**src/hw/rtl/pmfb_ram.sv**
```systemverilog
`timescale 1ns / 1ps
// ----------------------------------------------------------------------------
// Generic RAM
// One write port and one read port with registered read data.
// ----------------------------------------------------------------------------
module pmfb_ram #(
   parameter int WIDTH = 8,
   parameter int DEPTH = 256
) (
   input  logic                     clock,
   input  logic                     wr_en,
   input  logic [$clog2(DEPTH)-1:0] wr_addr,
   input  logic [WIDTH-1:0]         wr_data,
   input  logic [$clog2(DEPTH)-1:0] rd_addr,
   output logic [WIDTH-1:0]         rd_data
);

   logic [WIDTH-1:0] mem_ff [DEPTH];
   logic [WIDTH-1:0] rd_data_ff;

   always_ff @(posedge clock) begin
      if (wr_en) begin
         mem_ff[wr_addr] <= wr_data;
      end
      rd_data_ff <= mem_ff[rd_addr];
   end

   assign rd_data = rd_data_ff;

endmodule

```
**config.mk**
```make
export PLATFORM = sky130hd
export DESIGN_NAME = pmfb_ram
export DESIGN_NICKNAME = d
export VERILOG_FILES = /design/src/hw/rtl/pmfb_ram.sv
export SDC_FILE = /design/constraint.sdc
export NUM_CORES = 2
export LEC_CHECK = 0
export BUFFER_PORTS_ARGS = -buffer_cell sky130_fd_sc_hd__buf_2
export CAP_MARGIN = 15
export CELL_PAD_IN_SITES_DETAIL_PLACEMENT = 1
export CELL_PAD_IN_SITES_GLOBAL_PLACEMENT = 2
export CORE_MARGIN = 5
export CORE_UTILIZATION = 35
export DETAILED_ROUTE_END_ITERATION = 10
export PLACE_DENSITY_LB_ADDON = 0.1
export SYNTH_ARGS = -nofsm -noshare
export SYNTH_HDL_FRONTEND = slang
export SYNTH_SLANG_ARGS = --single-unit
```
**constraint.sdc**
```tcl
create_clock -name clock -period 2.1 [get_ports clock]
set_input_delay 0.21 -clock clock [delete_from_list [all_inputs] [get_ports clock]]
set_output_delay 0.21 -clock clock [all_outputs]
set_load 0.005 [all_outputs]
```
==> run_results.csv <==
group,metric,value,unit
clocking,clock_tree.buffer_depth,3,
min_path,hp-class,"in2reg",
setup_path,rr_worst_depth,6,
yosys,syn_nets,3759,
detailed_routing,firstDrtPassIters,5,
sta,finalHoldViolations,0,
clocking,cts-root-buf,"clkbuf_16",
placed_design,hpwlAfterDp,157500,um
floorplanning,die_y,486.8,um
setup_path,crit_path_max_fanout,2,
setup_path,cp-start-kind,"flip-flop",
yosys,syn-mean-instance-area,21.31,um^2
floorplanning,initial_core_util,35.07,%
yosys,async_reset_ff_share,0,%
setup_path,end_kind,"flip-flop",
detailed_routing,wl,237200,um
yosys,ys_seq_elements,2056,
yosys,synth_edf_count,2048,
sta,rsz0062_at_grt,"true",
sta,max_slew.worst_pin.slew,0.8400,ns
setup_path,reg2reg_to,"rd_data[6]",
floorplanning,fp.dieW,486.8,um
pwr,vdd_drop_max,0.7458,mV
placed_design,place_area,0.09009,mm^2
floorplanning,num_rows,175,
clocking,insertion_delay,0.87,ns
detailed_routing,routedWlPerCell,30.37,um
floorplanning,design.core.area,0.2268,mm^2
sta,timing.final.crit_share,107.5,%
setup_path,crit_arrival,3.01,ns
detailed_routing,antenna_left,0,
min_path,hold_end,"mem_ff[167][7]",
floorplanning,io_pins,34,
yosys,syn-cell-area,0.07956,mm^2
outcome,violations,"setup timing",
placed_design,portBuffers,33,
sta,hold_slack,0.08799,ns
sta,finalSetupTns,-0.7673,ns
min_path,min_from,"wr_addr[1]",
global_routing,grt_max_degree,89,
detailed_routing,viasPerCell,5.244,
clocking,htree_levels,4,
clocking,path_clk_slew,0.06,ns
pwr,post-layout-total-power,87940,uW
setup_path,crit_required,2.85,ns
global_routing,grt_use_total,19.95,%
finish,drive_gt1_share,35.76,%
placed_design,routabilityCongestion,0.7671,
sta,period_minus_slack,2.258,ns
detailed_routing,drtIter0Drc,2924,
sta,setup_violations,8,
finish,syn2layout_area_growth,22.50,%
yosys,synth_cells,3733,
finish,finalNetCount,4625,
clocking,cts_tree,"yes",
global_routing,antenna_found_initial,25,
clocking,clkSinkCount,2056,
clocking,post-cts-setup-buffer-count,0,
global_routing,first_global_vias,43929,
outcome,status,"finished, violations left",
run,cap_violations,0,
setup_path,worstReg2RegStart,"mem_ff[235][6]",
sta,fin_skew,0.03467,ns
global_routing,grt-ovfl-total,0,
sta,max_freq,442.8,MHz
setup_path,worst-setup-path-type,"reg2reg",
floorplanning,dieArea,0.2369,mm^2
detailed_routing,drc,0,
yosys,synth_ff_type,"edfxtp_1",
sta,maxSlewViolCount,0,
sta,fin_ws,-0.1582,ns
global_routing,grt_pass1_wl,336500,um
sta,slew_headroom,44.00,%
yosys,ys_warn_count,0,
min_path,hold_depth,4,
yosys,ys_seq_area_share,77.50,%
pwr,leakage,0.03175,uW
setup_path,rrSetupSlack,-0.16,ns
detailed_routing,vias,40953,
yosys,ys_types,55,
finish,final_area,0.09746,mm^2
clocking,numCtsBuffers,220,
pwr,p_per_area,902.3,mW/mm^2
power breakdown:
part | internal [uW] | total [uW] | switching, uW
clock network | 21000 | 37300 | 16300
logic | 2180 | 5290 | 3110
registers | 45200 | 45300 | 108
total | 68400 | 87900 | 19500
per-layer routing:
metal	vias to the layer above	GRT usage, %	part of all wire [%]
met4	0	4.564	2.0
li1	17490	-	-
met5	-	0	0
met1	22396	28.17	45
met3	274	2.676	3.8
met2	793	33.12	49
through the flow:
stage,worst slack (ns),cells,utilization [%]
floorplan,0.008132,3733,-
global placement,-1.642,7379,39.70
detailed placement,-1.464,7381,39.71
CTS,-0.2566,7799,42.92
global route,-0.2024,7805,42.96
finish,-0.1582,7809,42.96
Yosys cell counts, types with 3 or more instances:
library cell  number  area, um^2
nor2b_1           31       193.9
buf_4             27       202.7
edfxtp_1        2048       61500
o211ai_1          10       75.07
buf_2             31       155.2
dfxtp_1            8       160.2
nand4_1           10       62.56
o22ai_1           28       175.2
or2_2              4       25.02
clkbuf_1         111       416.7
a22o_1             8       70.07
o221ai_1          46       402.9
a22oi_1          133       998.5
a221oi_1          13       113.9
buf_6             21       236.5
nor4_2             3       37.54
buf_8             13       195.2
nor3_1            22       110.1
nor4_1            24       150.1
a211oi_1          16       120.1
nand2_1           33       123.9
nand2b_1           8       50.05
o32ai_1            4       35.03
a21oi_1           96       480.5
nand3_1           34       170.2
buf_12             8       160.2
o21ai_0           10       50.05
nor2_1           282        1059
mux4_2           454       10220
mux2i_1          134        1341
buf_1             22       82.58
o22a_1             5       43.79
and2_1             6       37.54
worst max path at each step:
| stage | from | end | slack, ns | cells past startpoint |
|---|---|---|---|---|
| after floorplan | rd_addr[1] | rd_data[0] | 0.008 | 9 |
| after global placement | rd_addr[0] | rd_data[6] | -1.64 | 9 |
| after detailed placement | rd_addr[0] | rd_data[1] | -1.46 | 11 |
| after CTS | mem_ff[83][1] | rd_data[1] | -0.26 | 6 |
| after global routing | mem_ff[82][3] | rd_data[3] | -0.20 | 8 |
| final | mem_ff[235][6] | rd_data[6] | -0.16 | 6 |
cell families (layout without fill, tap and decap cells):
family	Yosys count	after routing	synth area share [%]
flip-flops	2056	2056	77.50
multiplexers	591	591	14.62
AND/OR/NAND/NOR	466	466	2.628
AO/OA/AOI/OAI	385	385	3.419
buffers and inverters	235	1292	1.831
other	0	10	0
flip-flops by register name, indices dropped and copies added (netlist names):
name,cells
rd_data,8
mem_ff,2048
cell usage in the layout, fill, tap and decap left out, types with 10 or more instances in the layout:
master	n
a211oi_1	15
a21oi_1	93
a22oi_1	130
buf_12	122
buf_2	21
buf_4	711
buf_8	10
bufinv_16	13
clkbuf_1	47
clkbuf_16	221
clkinv_1	55
clkinv_2	57
diode_2	10
edfxtp_1	2048
mux2i_1	134
mux4_2	454
nand2_1	33
nand3_1	25
nand4_1	10
nor2_1	276
nor2b_1	25
nor3_1	15
nor4_2	12
o211ai_1	10
o21ai_0	10
o221ai_1	45
o22ai_1	27
cell type report:
class,instances,area (um^2)
inverters,2,7.507
multi-input cells,1442,16910
flip-flops and latches,2056,61660
fillers,21253,129400
repair buffers,877,8172
well taps,3009,3765
clock inverters,143,1184
clock buffers,270,5734
diodes,10,25.02
repair_timing:
item | in CTS | in global routing
pin swaps | 17 | 10
hold buffers | 8 | 0
setup endpoints to repair | 8 | 8
gates resized for setup | 52 | 15
endpoints found under the hold margin | 1102 | 0
critical path, cell delays in order (launching register included):
cell	delay (ns)
edfxtp_1	0.36
mux4_2	0.52
o311ai_4	0.28
o22ai_4	0.14
nor4_4	0.57
buf_4	0.23
nor4_2	0.04
Power figures use the tool's default switching activity.
